**src/hdl/cqc_pkg.sv**
```systemverilog
// Shared types and constants for the circular queue with cancel.
// No dependencies; compile before every other file of the block.
package cqc_pkg;

    localparam int QUEUE_DEPTH_DEF  = 16;
    localparam int ID_BITS_DEF      = 16;
    localparam int PAYLOAD_BITS_DEF = 32;

    localparam int CMD_W = 3;

    localparam logic [CMD_W-1:0] CMD_ENQ    = 3'd0;
    localparam logic [CMD_W-1:0] CMD_DEQ    = 3'd1;
    localparam logic [CMD_W-1:0] CMD_PEEK   = 3'd2;
    localparam logic [CMD_W-1:0] CMD_CLEAR  = 3'd3;
    localparam logic [CMD_W-1:0] CMD_REMOVE = 3'd4;

    typedef enum logic [2:0] {
        OP_ENQ,
        OP_DEQ,
        OP_PEEK,
        OP_CLEAR,
        OP_REMOVE,
        OP_NOP
    } op_t;

    typedef enum logic [1:0] {
        ST_IDLE,
        ST_READ,
        ST_WALK
    } back_state_t;

endpackage

```
**src/hdl/circular_queue_with_cancel_unit.sv**
```systemverilog
// Circular request queue with remove-by-id; top level of the block.
// Requests pass through the front-end command buffer to the back end. Enqueue, clear,
// unknown codes and empty-queue reads load the response register on acceptance; dequeue
// and peek read the RAM first; remove-by-id walks every entry, one read at a time. The
// back end takes a command only when idle with the response register free.
// Reset empties the queue; slot storage is not cleared.
module circular_queue_with_cancel_unit #(
    parameter int QUEUE_DEPTH  = cqc_pkg::QUEUE_DEPTH_DEF,
    parameter int ID_BITS      = cqc_pkg::ID_BITS_DEF,
    parameter int PAYLOAD_BITS = cqc_pkg::PAYLOAD_BITS_DEF
) (
    input  logic                             clk,
    input  logic                             rst_n,
    input  logic                             req_valid,
    output logic                             req_ready,
    input  logic [cqc_pkg::CMD_W-1:0]        cmd,
    input  logic [ID_BITS-1:0]               req_id,
    input  logic [PAYLOAD_BITS-1:0]          req_payload,
    output logic                             rsp_valid,
    input  logic                             rsp_ready,
    output logic                             ok,
    output logic [ID_BITS-1:0]               out_id,
    output logic [PAYLOAD_BITS-1:0]          out_payload,
    output logic [$clog2(QUEUE_DEPTH+1)-1:0] occupancy,
    output logic                             is_empty,
    output logic                             is_full
);
    import cqc_pkg::*;

    logic                    cmd_valid;
    logic                    cmd_ready;
    op_t                     cmd_op;
    logic [ID_BITS-1:0]      cmd_id;
    logic [PAYLOAD_BITS-1:0] cmd_payload;

    cqc_front #(
        .ID_BITS      (ID_BITS),
        .PAYLOAD_BITS (PAYLOAD_BITS)
    ) u_front (
        .clk         (clk),
        .rst_n       (rst_n),
        .req_valid   (req_valid),
        .req_ready   (req_ready),
        .cmd         (cmd),
        .req_id      (req_id),
        .req_payload (req_payload),
        .cmd_valid   (cmd_valid),
        .cmd_ready   (cmd_ready),
        .cmd_op      (cmd_op),
        .cmd_id      (cmd_id),
        .cmd_payload (cmd_payload)
    );

    cqc_back #(
        .QUEUE_DEPTH  (QUEUE_DEPTH),
        .ID_BITS      (ID_BITS),
        .PAYLOAD_BITS (PAYLOAD_BITS)
    ) u_back (
        .clk         (clk),
        .rst_n       (rst_n),
        .cmd_valid   (cmd_valid),
        .cmd_ready   (cmd_ready),
        .cmd_op      (cmd_op),
        .cmd_id      (cmd_id),
        .cmd_payload (cmd_payload),
        .rsp_valid   (rsp_valid),
        .rsp_ready   (rsp_ready),
        .ok          (ok),
        .out_id      (out_id),
        .out_payload (out_payload),
        .occupancy   (occupancy),
        .is_empty    (is_empty),
        .is_full     (is_full)
    );

`ifndef SYNTH
    a_occ_bound: assert property (@(posedge clk) disable iff (!rst_n)
        rsp_valid |-> (occupancy <= QUEUE_DEPTH))
        else $error("occupancy above queue depth");

    a_flags_excl: assert property (@(posedge clk) disable iff (!rst_n)
        rsp_valid |-> !(is_empty && is_full))
        else $error("empty and full flagged together");

    a_fail_no_data: assert property (@(posedge clk) disable iff (!rst_n)
        (rsp_valid && !ok) |-> (out_id == '0 && out_payload == '0))
        else $error("failed response carries head data");
`endif

endmodule

```
**src/hdl/cqc_ram.sv**
```systemverilog
// Generic single-write, single-read RAM with registered read data.
// No dependencies.
module cqc_ram #(
    parameter int WIDTH = 8,
    parameter int DEPTH = 16
) (
    input  logic                     clk,
    input  logic                     we,
    input  logic [$clog2(DEPTH)-1:0] waddr,
    input  logic [WIDTH-1:0]         wdata,
    input  logic [$clog2(DEPTH)-1:0] raddr,
    output logic [WIDTH-1:0]         rdata
);

    logic [WIDTH-1:0] mem_reg [DEPTH];
    logic [WIDTH-1:0] rdata_reg;

    always_ff @(posedge clk)
    begin
        if (we)
        begin
            mem_reg[waddr] <= wdata;
        end
        rdata_reg <= mem_reg[raddr];
    end

    assign rdata = rdata_reg;

endmodule

```
**src/hdl/cqc_front.sv**
```systemverilog
// Front end: accepts requests, decodes the command code and buffers
// decoded commands in a two-entry queue toward the back end. Uses cqc_pkg.
module cqc_front #(
    parameter int ID_BITS      = cqc_pkg::ID_BITS_DEF,
    parameter int PAYLOAD_BITS = cqc_pkg::PAYLOAD_BITS_DEF
) (
    input  logic                     clk,
    input  logic                     rst_n,
    input  logic                     req_valid,
    output logic                     req_ready,
    input  logic [cqc_pkg::CMD_W-1:0] cmd,
    input  logic [ID_BITS-1:0]       req_id,
    input  logic [PAYLOAD_BITS-1:0]  req_payload,
    output logic                     cmd_valid,
    input  logic                     cmd_ready,
    output cqc_pkg::op_t             cmd_op,
    output logic [ID_BITS-1:0]       cmd_id,
    output logic [PAYLOAD_BITS-1:0]  cmd_payload
);
    import cqc_pkg::*;

    op_t                    op_mem_reg  [2];
    logic [ID_BITS-1:0]     id_mem_reg  [2];
    logic [PAYLOAD_BITS-1:0] pay_mem_reg [2];
    logic                   wr_ptr_reg;
    logic                   wr_ptr_next;
    logic                   rd_ptr_reg;
    logic                   rd_ptr_next;
    logic [1:0]             fill_reg;
    logic [1:0]             fill_next;
    logic                   push;
    logic                   pop;
    op_t                    dec_op;

    always_comb
    begin
        unique case (cmd)
            CMD_ENQ:    dec_op = OP_ENQ;
            CMD_DEQ:    dec_op = OP_DEQ;
            CMD_PEEK:   dec_op = OP_PEEK;
            CMD_CLEAR:  dec_op = OP_CLEAR;
            CMD_REMOVE: dec_op = OP_REMOVE;
            default:    dec_op = OP_NOP;
        endcase
    end

    assign req_ready = (fill_reg != 2'd2);
    assign cmd_valid = (fill_reg != 2'd0);
    assign push      = req_valid && req_ready;
    assign pop       = cmd_valid && cmd_ready;

    assign cmd_op      = op_mem_reg[rd_ptr_reg];
    assign cmd_id      = id_mem_reg[rd_ptr_reg];
    assign cmd_payload = pay_mem_reg[rd_ptr_reg];

    always_comb
    begin
        wr_ptr_next = push ? ~wr_ptr_reg : wr_ptr_reg;
        rd_ptr_next = pop ? ~rd_ptr_reg : rd_ptr_reg;
        fill_next   = fill_reg;
        if (push && !pop)
        begin
            fill_next = fill_reg + 2'd1;
        end
        else if (pop && !push)
        begin
            fill_next = fill_reg - 2'd1;
        end
    end

    always_ff @(posedge clk or negedge rst_n)
    begin
        if (!rst_n)
        begin
            wr_ptr_reg <= 1'b0;
            rd_ptr_reg <= 1'b0;
            fill_reg   <= 2'd0;
        end
        else
        begin
            wr_ptr_reg <= wr_ptr_next;
            rd_ptr_reg <= rd_ptr_next;
            fill_reg   <= fill_next;
        end
    end

    always_ff @(posedge clk)
    begin
        if (push)
        begin
            op_mem_reg[wr_ptr_reg]  <= dec_op;
            id_mem_reg[wr_ptr_reg]  <= req_id;
            pay_mem_reg[wr_ptr_reg] <= req_payload;
        end
    end

endmodule

```
**src/hdl/cqc_back.sv**
```systemverilog
// Back end: executes decoded commands against two RAM banks (active and
// scratch) and holds the response register. Uses cqc_pkg and cqc_ram.
module cqc_back #(
    parameter int QUEUE_DEPTH  = cqc_pkg::QUEUE_DEPTH_DEF,
    parameter int ID_BITS      = cqc_pkg::ID_BITS_DEF,
    parameter int PAYLOAD_BITS = cqc_pkg::PAYLOAD_BITS_DEF
) (
    input  logic                             clk,
    input  logic                             rst_n,
    input  logic                             cmd_valid,
    output logic                             cmd_ready,
    input  cqc_pkg::op_t                     cmd_op,
    input  logic [ID_BITS-1:0]               cmd_id,
    input  logic [PAYLOAD_BITS-1:0]          cmd_payload,
    output logic                             rsp_valid,
    input  logic                             rsp_ready,
    output logic                             ok,
    output logic [ID_BITS-1:0]               out_id,
    output logic [PAYLOAD_BITS-1:0]          out_payload,
    output logic [$clog2(QUEUE_DEPTH+1)-1:0] occupancy,
    output logic                             is_empty,
    output logic                             is_full
);
    import cqc_pkg::*;

    localparam int PTR_W   = $clog2(QUEUE_DEPTH);
    localparam int CNT_W   = $clog2(QUEUE_DEPTH + 1);
    localparam int ENTRY_W = ID_BITS + PAYLOAD_BITS;
    localparam logic [CNT_W-1:0] DEPTH_CNT = CNT_W'(QUEUE_DEPTH);
    localparam logic [PTR_W-1:0] LAST_PTR  = PTR_W'(QUEUE_DEPTH - 1);

    back_state_t             state_reg,     state_next;
    logic [PTR_W-1:0]        head_reg,      head_next;
    logic [PTR_W-1:0]        tail_reg,      tail_next;
    logic [CNT_W-1:0]        count_reg,     count_next;
    logic                    bank_reg,      bank_next;
    op_t                     op_reg,        op_next;
    logic [ID_BITS-1:0]      key_reg,       key_next;
    logic [PTR_W-1:0]        walk_ptr_reg,  walk_ptr_next;
    logic [CNT_W-1:0]        issue_cnt_reg, issue_cnt_next;
    logic [CNT_W-1:0]        kept_reg,      kept_next;
    logic                    hit_reg,       hit_next;
    logic                    data_vld_reg,  data_vld_next;

    logic                    rsp_valid_reg, rsp_valid_next;
    logic                    rsp_ok_reg,    rsp_ok_next;
    logic [ID_BITS-1:0]      rsp_id_reg,    rsp_id_next;
    logic [PAYLOAD_BITS-1:0] rsp_pay_reg,   rsp_pay_next;
    logic [CNT_W-1:0]        rsp_count_reg, rsp_count_next;
    logic                    load_rsp;
    logic                    rsp_free;

    logic [1:0]              wr_we;
    logic [PTR_W-1:0]        wr_addr;
    logic [ENTRY_W-1:0]      wr_data;
    logic [PTR_W-1:0]        rd_addr;
    logic [ENTRY_W-1:0]      rd_data0;
    logic [ENTRY_W-1:0]      rd_data1;
    logic [ENTRY_W-1:0]      rd_entry;

    function automatic logic [PTR_W-1:0] wrap_inc(input logic [PTR_W-1:0] ptr);
        wrap_inc = (ptr == LAST_PTR) ? '0 : ptr + PTR_W'(1);
    endfunction

    cqc_ram #(
        .WIDTH (ENTRY_W),
        .DEPTH (QUEUE_DEPTH)
    ) u_bank0 (
        .clk   (clk),
        .we    (wr_we[0]),
        .waddr (wr_addr),
        .wdata (wr_data),
        .raddr (rd_addr),
        .rdata (rd_data0)
    );

    cqc_ram #(
        .WIDTH (ENTRY_W),
        .DEPTH (QUEUE_DEPTH)
    ) u_bank1 (
        .clk   (clk),
        .we    (wr_we[1]),
        .waddr (wr_addr),
        .wdata (wr_data),
        .raddr (rd_addr),
        .rdata (rd_data1)
    );

    assign rd_entry = bank_reg ? rd_data1 : rd_data0;
    assign rsp_free = !rsp_valid_reg || rsp_ready;

    always_comb
    begin
        state_next     = state_reg;
        head_next      = head_reg;
        tail_next      = tail_reg;
        count_next     = count_reg;
        bank_next      = bank_reg;
        op_next        = op_reg;
        key_next       = key_reg;
        walk_ptr_next  = walk_ptr_reg;
        issue_cnt_next = issue_cnt_reg;
        kept_next      = kept_reg;
        hit_next       = hit_reg;
        data_vld_next  = data_vld_reg;
        cmd_ready      = 1'b0;
        load_rsp       = 1'b0;
        rsp_ok_next    = 1'b0;
        rsp_id_next    = '0;
        rsp_pay_next   = '0;
        wr_we          = 2'b00;
        wr_addr        = tail_reg;
        wr_data        = {cmd_id, cmd_payload};
        rd_addr        = head_reg;

        unique case (state_reg)
            ST_IDLE:
            begin
                cmd_ready = rsp_free;
                if (cmd_valid && rsp_free)
                begin
                    unique case (cmd_op) inside
                        OP_ENQ:
                        begin
                            load_rsp = 1'b1;
                            if (count_reg != DEPTH_CNT)
                            begin
                                wr_we       = bank_reg ? 2'b10 : 2'b01;
                                tail_next   = wrap_inc(tail_reg);
                                count_next  = count_reg + CNT_W'(1);
                                rsp_ok_next = 1'b1;
                            end
                        end
                        OP_DEQ, OP_PEEK:
                        begin
                            if (count_reg == '0)
                            begin
                                load_rsp = 1'b1;
                            end
                            else
                            begin
                                op_next    = cmd_op;
                                state_next = ST_READ;
                            end
                        end
                        OP_CLEAR:
                        begin
                            head_next   = '0;
                            tail_next   = '0;
                            count_next  = '0;
                            rsp_ok_next = 1'b1;
                            load_rsp    = 1'b1;
                        end
                        OP_REMOVE:
                        begin
                            key_next       = cmd_id;
                            walk_ptr_next  = head_reg;
                            issue_cnt_next = '0;
                            kept_next      = '0;
                            hit_next       = 1'b0;
                            data_vld_next  = 1'b0;
                            state_next     = ST_WALK;
                        end
                        default:
                        begin
                            load_rsp = 1'b1;
                        end
                    endcase
                end
            end

            ST_READ:
            begin
                load_rsp     = 1'b1;
                rsp_ok_next  = 1'b1;
                rsp_id_next  = rd_entry[ENTRY_W-1:PAYLOAD_BITS];
                rsp_pay_next = rd_entry[PAYLOAD_BITS-1:0];
                if (op_reg == OP_DEQ)
                begin
                    head_next  = wrap_inc(head_reg);
                    count_next = count_reg - CNT_W'(1);
                end
                state_next = ST_IDLE;
            end

            ST_WALK:
            begin
                // compact survivors into the scratch bank starting at slot 0
                if (data_vld_reg)
                begin
                    if (rd_entry[ENTRY_W-1:PAYLOAD_BITS] == key_reg)
                    begin
                        hit_next = 1'b1;
                    end
                    else
                    begin
                        wr_we     = bank_reg ? 2'b01 : 2'b10;
                        wr_addr   = kept_reg[PTR_W-1:0];
                        wr_data   = rd_entry;
                        kept_next = kept_reg + CNT_W'(1);
                    end
                end
                if (issue_cnt_reg != count_reg)
                begin
                    rd_addr        = walk_ptr_reg;
                    walk_ptr_next  = wrap_inc(walk_ptr_reg);
                    issue_cnt_next = issue_cnt_reg + CNT_W'(1);
                    data_vld_next  = 1'b1;
                end
                else
                begin
                    data_vld_next = 1'b0;
                end
                if (issue_cnt_reg == count_reg && !data_vld_reg)
                begin
                    load_rsp = 1'b1;
                    // on a match the scratch bank becomes the live one
                    if (hit_reg)
                    begin
                        rsp_ok_next = 1'b1;
                        bank_next   = !bank_reg;
                        head_next   = '0;
                        tail_next   = kept_reg[PTR_W-1:0];
                        count_next  = kept_reg;
                    end
                    state_next = ST_IDLE;
                end
            end

            default:
            begin
                state_next = ST_IDLE;
            end
        endcase

        rsp_count_next = count_next;
        rsp_valid_next = load_rsp || (rsp_valid_reg && !rsp_ready);
    end

    always_ff @(posedge clk or negedge rst_n)
    begin
        if (!rst_n)
        begin
            state_reg     <= ST_IDLE;
            head_reg      <= '0;
            tail_reg      <= '0;
            count_reg     <= '0;
            bank_reg      <= 1'b0;
            op_reg        <= OP_NOP;
            walk_ptr_reg  <= '0;
            issue_cnt_reg <= '0;
            kept_reg      <= '0;
            hit_reg       <= 1'b0;
            data_vld_reg  <= 1'b0;
            rsp_valid_reg <= 1'b0;
        end
        else
        begin
            state_reg     <= state_next;
            head_reg      <= head_next;
            tail_reg      <= tail_next;
            count_reg     <= count_next;
            bank_reg      <= bank_next;
            op_reg        <= op_next;
            walk_ptr_reg  <= walk_ptr_next;
            issue_cnt_reg <= issue_cnt_next;
            kept_reg      <= kept_next;
            hit_reg       <= hit_next;
            data_vld_reg  <= data_vld_next;
            rsp_valid_reg <= rsp_valid_next;
        end
    end

    always_ff @(posedge clk)
    begin
        key_reg <= key_next;
        if (load_rsp)
        begin
            rsp_ok_reg    <= rsp_ok_next;
            rsp_id_reg    <= rsp_id_next;
            rsp_pay_reg   <= rsp_pay_next;
            rsp_count_reg <= rsp_count_next;
        end
    end

    assign rsp_valid   = rsp_valid_reg;
    assign ok          = rsp_ok_reg;
    assign out_id      = rsp_id_reg;
    assign out_payload = rsp_pay_reg;
    assign occupancy   = rsp_count_reg;
    assign is_empty    = (rsp_count_reg == '0);
    assign is_full     = (rsp_count_reg == DEPTH_CNT);

endmodule

```
**config.mk**
```make
export PLATFORM = sky130hd
export DESIGN_NAME = circular_queue_with_cancel_unit
export DESIGN_NICKNAME = d
export VERILOG_FILES = /design/src/hdl/cqc_pkg.sv /design/src/hdl/circular_queue_with_cancel_unit.sv /design/src/hdl/cqc_ram.sv /design/src/hdl/cqc_front.sv /design/src/hdl/cqc_back.sv
export SDC_FILE = /design/constraint.sdc
export NUM_CORES = 2
export LEC_CHECK = 0
export BUFFER_PORTS_ARGS = -buffer_cell sky130_fd_sc_hd__buf_2
export CORE_AREA = 2 2 404 406
export DETAILED_ROUTE_END_ITERATION = 6
export DIE_AREA = 0 0 406 408
export GPL_TIMING_DRIVEN = 0
export PLACE_DENSITY = 0.59
export SLEW_MARGIN = 15
export SYNTH_ARGS = -nofsm -noshare
export SYNTH_HDL_FRONTEND = slang
export SYNTH_SLANG_ARGS = --single-unit
export TNS_END_PERCENT = 20
```
**constraint.sdc**
```tcl
create_clock -name clk -period 10 [get_ports clk]
set_input_delay 0.5 -clock clk [delete_from_list [all_inputs] [get_ports clk]]
set_output_delay 0.5 -clock clk [all_outputs]
set_load 0.02 [all_outputs]
```
# Word level (Yosys, flattened, before mapping)
# Memories as Yosys holds them, arrays and structs flattened. A register that Yosys moved wholly into a read port is not among the register bits.
# Index checks and enable logic that the tools add are counted.
# classes
addsub	9
n_eq_ne	34
mux	83
bitwise_logic	3
n_reduce_logical	35
# op_table
op	count
two-way mux 48 bit	4
two-way mux 4 bit	20
two-way mux 5 bit	10
one-hot mux 5 bit (2 select lines)	3
two-way mux 2 bit	12
one-hot mux 4 bit (2 select lines)	3
two-way mux 1 bit	19
inequality test 2 x 1 -> 1 bit, second input constant	9
equality test 16 bit	1
adder 5 x 1 -> 5 bit, second input constant	3
one-hot mux 3 bit (5 select lines)	1
one-hot mux 5 bit (3 select lines)	1
adder 4 x 1 -> 4 bit, second input constant	3
equality test 3 x 2 -> 1 bit, second input constant	4
equality test 4 bit, second input constant	3
one-hot mux 2 bit (2 select lines)	3
one-hot mux 4 bit (3 select lines)	1
AND reduction 4 bit	3
AND reduction 6 bit	2
zero test 5 bit	2
AND reduction 5 bit	2
equality test 3 x 1 -> 1 bit, second input constant	3
AND reduction 3 bit	3
one-hot mux 1 bit (2 select lines)	4
24 further kinds	45
# totals
regBits	110
ramBits	1638
inputBits	55
out_inout_bits	58
wordCells	189
mem_count	5
# memory_table
memory	depth	width	rd	rd_ports_with_merged_regs	wr	line	rtl
u_back.u_bank0.mem_reg	16	48	1	1	1	cqc_ram.sv:15	logic [WIDTH-1:0] mem_reg [DEPTH];
u_back.u_bank1.mem_reg	16	48	1	1	1	cqc_ram.sv:15	
u_front.pay_mem_reg	2	32	1	0	1	cqc_front.sv:24	logic [PAYLOAD_BITS-1:0] pay_mem_reg [2];
u_front.id_mem_reg	2	16	1	0	1	cqc_front.sv:23	logic [ID_BITS-1:0] id_mem_reg [2];
u_front.op_mem_reg	2	3	1	0	1	cqc_front.sv:22	op_t op_mem_reg [2];

# Longest topological paths before layout
# depth
ltp_word	7
depth_mapped	12
depth_no_buf	9

# Cells and area by module
# From an unflattened synthesis, not the netlist that was laid out.
# unflattened
hier_cells	3208
area_unflattened_um2	69745.6
# modules_own_cells
mod	n_inst	cells_each	area_each_um2	seq_area_each_um2
cqc_ram (u_back.u_bank0)	1	1242	29694.7	24023.0
cqc_ram (u_back.u_bank1)	1	1242	29691.0	24023.0
cqc_back	1	544	6216.0	3005.4
cqc_front	1	180	4144.0	3163.0

# Least setup slack after synthesis
# Ideal clock, no wire load.
# synth_timing
kind	reg-to-reg
from	reg u_front.rd_ptr_reg
to	mem u_back.u_bank1.mem_reg[4][0] in the netlist's numbering (enable)
setup_time_ns	0.528
arrival_time_ns	5.533
required_ns	9.472
path_slack_ns	3.939
path_stages_with_launch	8
n_path_buf	1
period_less_slack_ns	6.061
cell_sequence	dfrtp_1 -> clkbuf_1 -> o32ai_1 -> and3_1 -> nor2b_1 -> nand3_1 -> a21o_1 -> o32ai_1
# synth_between
elab_chain_len	7
# synth_rtl
item	line	rtl
from (decl)	cqc_front.sv:27	logic rd_ptr_reg;
from (signal assigned)	cqc_front.sv:82	rd_ptr_reg <= rd_ptr_next;
memory (2 x 3 bit)	n/a	
zero test 3 bit (no line)	n/a	
two-way mux 2 bit	cqc_back.sv:122	unique case (cmd_op) inside
two-way mux 2 bit	cqc_back.sv:120	if (cmd_valid && rsp_free)
one-hot mux 2 bit (2 select lines)	cqc_back.sv:116	unique case (state_reg)
two-way mux 1 bit	cqc_ram.sv:20	if (we)
two-way mux 1 bit (implied by the code)	cqc_ram.sv:22	mem_reg[waddr] <= wdata;
to (decl)	cqc_ram.sv:15	
# No other way between the ends.

# Final worst setup path
# layout_timing
from	reg u_back.bank_reg
to	mem u_back.u_bank0.mem_reg[14][40] in the netlist's numbering (enable)
# layout_between
elab_chain_len	7
elab_cells_between_ends	15
cone_classes	1 x eq/ne; 14 x mux
# layout_rtl
item	line	rtl
from (decl)	cqc_back.sv:36	logic bank_reg, bank_next;
from (signal assigned)	cqc_back.sv:263	bank_reg <= bank_next;
two-way mux 48 bit or two-way mux 2 bit (tied branches)	cqc_back.sv:89, cqc_back.sv:128	
equality test 16 bit or two-way mux 2 bit (tied branches)	cqc_back.sv:191, cqc_back.sv:126	
two-way mux 2 bit (on tied branches)	cqc_back.sv:191, cqc_back.sv:122	
two-way mux 2 bit (on tied branches)	cqc_back.sv:189, cqc_back.sv:120	
one-hot mux 2 bit (2 select lines)	cqc_back.sv:116	
two-way mux 1 bit	cqc_ram.sv:20	
two-way mux 1 bit (implied by the code)	cqc_ram.sv:22	
to (decl)	cqc_ram.sv:15	
# Several ways; a longest one is shown, not always the timed one.

==> results.cfg <==
[status]
outcome = finished clean

[drt]
post-route-drc-count = 0
drt_iter0_markers = 6727
wl_per_cell_um = 31.14
wl_mm = 239.4
viasPerCell = 6.060
dr.pass1.iters = 6
num_vias = 46580
ant_nets = 0

[min_path]
hold_class = primary input to register

[cts]
post_cts_resized = 0
clock-sinks = 1844
cts_tree = built
clock_latency_ps = 810
ctsLongestPathBuffers = 3
cts_hold_buffers = 52
clk_pin_slew_ps = 60
numCtsBuffers = 186
root_buffer = clkbuf_16
cts_setup_buffers = 0
htreeDepth = 4

[finish]
area_growth_pct = 19.95
final_cell_mix = 1708 x edfxtp_1, 485 x nand3_1, 483 x nand2_1, 345 x mux2i_1, 250 x clkbuf_1
final_cell_area_um2 = 86690
finish.net_count = 5409
drive_above_1_share_pct = 14.58
fin_cells = 7687
final_common_cell = edfxtp_1

[critical_path]
path_max_fanout = 15
cp_cell_sequence = buf_2, mux2i_1, xnor2_1, nor4_1, nand4_1, and3_1, clkbuf_1, clkbuf_1, nand3_1, a21oi_4, buf_16, buf_16
startpoint_type = register
cpMaxStageDelayCell = mux2i_1
slowest_delay_ps = 950
cp_data_required_time_ps = 10500
cp.arrival_ps = 6510
worstSetupPathType = register to register
endpoint_kind = register

[synthesis]
yosys.area.top_type = edfxtp_1
synthDistinctLibCells = 71
synthFlopType = edfxtp_1
synth.area.top_cells = edfxtp_1 71%, mux2i_1 4.8%, nand3_1 3.4%
async_reset_ff_share_pct = 2.169
synth_top_area_share_pct = 70.97
ys_ff_latch = 1844
ys_seq_area_share_pct = 75.02
avgSynthCellArea_um2 = 14.94
netlist_area_um2 = 72270
synth_warnings = 0
synthCells = 4836
synth-edff-count = 1708
syn_nets = 4900

[global_routing]
grt_start_max_net_pins = 41
gr-total-overflow = 0
grt_pass1_wl_mm = 332.7
grt_pass1_vias = 43960
grt_use_total_pct = 28.54
antenna_found_initial = 27

[timing]
drv_slew = 0
hold_viol_final = 0
grt_setup_unrepaired = no
period_share_pct = 60.13
setup_viol_count_final = 0
finClkSkew_ps = 28.08
tightest_slew_ps = 1302
max_freq_ghz = 0.1663
timing.slew.headroom_pct = 13.19
setup_slack_ps = 3987
min_period_ps = 6013

[floorplanning]
die-area_um2 = 165600
die_x_um = 406
start_util_pct = 44.70
core_um2 = 161700
io_pins = 113
row_count = 148
die_h_um = 408

[placement]
dp.cells = 7279
placed_area_um2 = 80030
dpl_worst_slack_ps = 4228
dpl.hpwl_mm = 166.4
gp_congestion = 0.9029
port_buffers = 112

[run]
drv_cap = 0
## per-stage QoR
step | hold WS (ps) | util [%] | TNS [ps]
finish | 86.76 | 53.62 | 0
global route | 85.67 | 53.61 | 0
CTS | 32.34 | 53.60 | 0
detailed placement | 476.6 | 49.51 | 0
global placement | 464.9 | 46.73 | -711950
floorplan | 204.4 | - | 0
## synthesized netlist by cell type (3+ instances only)
| master | number |
|---|---|
| nand2_1 | 483 |
| o22ai_1 | 104 |
| clkbuf_1 | 202 |
| buf_2 | 72 |
| nor2b_1 | 12 |
| o21ai_1 | 9 |
| or4_1 | 100 |
| a22o_1 | 5 |
| buf_6 | 3 |
| a31oi_1 | 3 |
| dfrtp_1 | 38 |
| xor2_1 | 10 |
| ha_1 | 9 |
| nor3b_1 | 3 |
| or2_2 | 5 |
| o21ai_0 | 106 |
| buf_1 | 38 |
| nor3_1 | 10 |
| nand4_1 | 4 |
| a21o_1 | 238 |
| o31ai_1 | 6 |
| buf_4 | 19 |
| o2111ai_1 | 95 |
| nor4_1 | 5 |
| nand3_1 | 485 |
| nand2b_1 | 7 |
| inv_1 | 14 |
| mux2i_1 | 346 |
| o21a_1 | 4 |
| nand3b_1 | 7 |
| edfxtp_1 | 1708 |
| and3_1 | 115 |
| mux2_2 | 50 |
| xnor2_1 | 24 |
| a21oi_1 | 250 |
| nor2_1 | 105 |
| o211ai_1 | 3 |
| dfxtp_1 | 96 |
## final timing paths
kind | endpoint | cells after the start | slack [ps] | from
worst min-delay path | u_front.wr_ptr_reg | 3 | 90 | req_valid
min in group asynchronous | u_back.bank_reg | 2 | 390 | rst_n
worst max register to register | u_back.u_bank0.mem_reg[14][40] | 12 | 3990 | u_back.bank_reg
worst max-delay path | u_back.u_bank0.mem_reg[14][40] | 12 | 3990 | u_back.bank_reg
max in group asynchronous | u_front.fill_reg[1] | 2 | 9020 | rst_n
worst min register to register | u_back.op_reg[1] | 1 | 480 | u_back.op_reg[1]
## logic make-up after synthesis
group,Yosys count,synth area share [%]
adders and majority gates,9,0.1558
AOI/OAI and AO/OA,846,7.599
and+or+nand+nor,1353,9.043
DFF,1844,75.02
xor gates and xnor gates,37,0.4952
buffers and inverters,348,2.062
muxes,399,5.627
## routing by layer
| layer | part of all wire, % | track usage, % |
|---|---|---|
| met4 | 4.2 | 11.49 |
| met1 | 40 | 40.02 |
| met3 | 11 | 6.842 |
| met2 | 45 | 42.86 |
| met5 | 0.053 | 0 |
## critical path, delay by kind of cell, from the launching register on
kind / cells / cell delay, ps
flip-flops: 1 / 340
AND/OR/NAND/NOR: 4 / 1250
AO/OA/AOI/OAI: 1 / 850
XOR/XNOR: 1 / 200
multiplexers: 1 / 950
buffers and inverters: 5 / 2020
## area by class of cell
cell class	count	area, um2
Inverter	14	52.55
Tap cell	2175	2721
Multi-Input combinational cell	2644	17510
Antenna cell	10	25.02
Sequential cell	1844	54210
Clock inverter	74	834.6
Buffer	334	1456
Timing Repair Buffer	321	4609
Fill cell	12990	74970
Clock buffer	271	5259
Power is left out: the tool's default activity adds up to more than one toggle a clock period on the data nets, which glitch-free logic cannot reach.
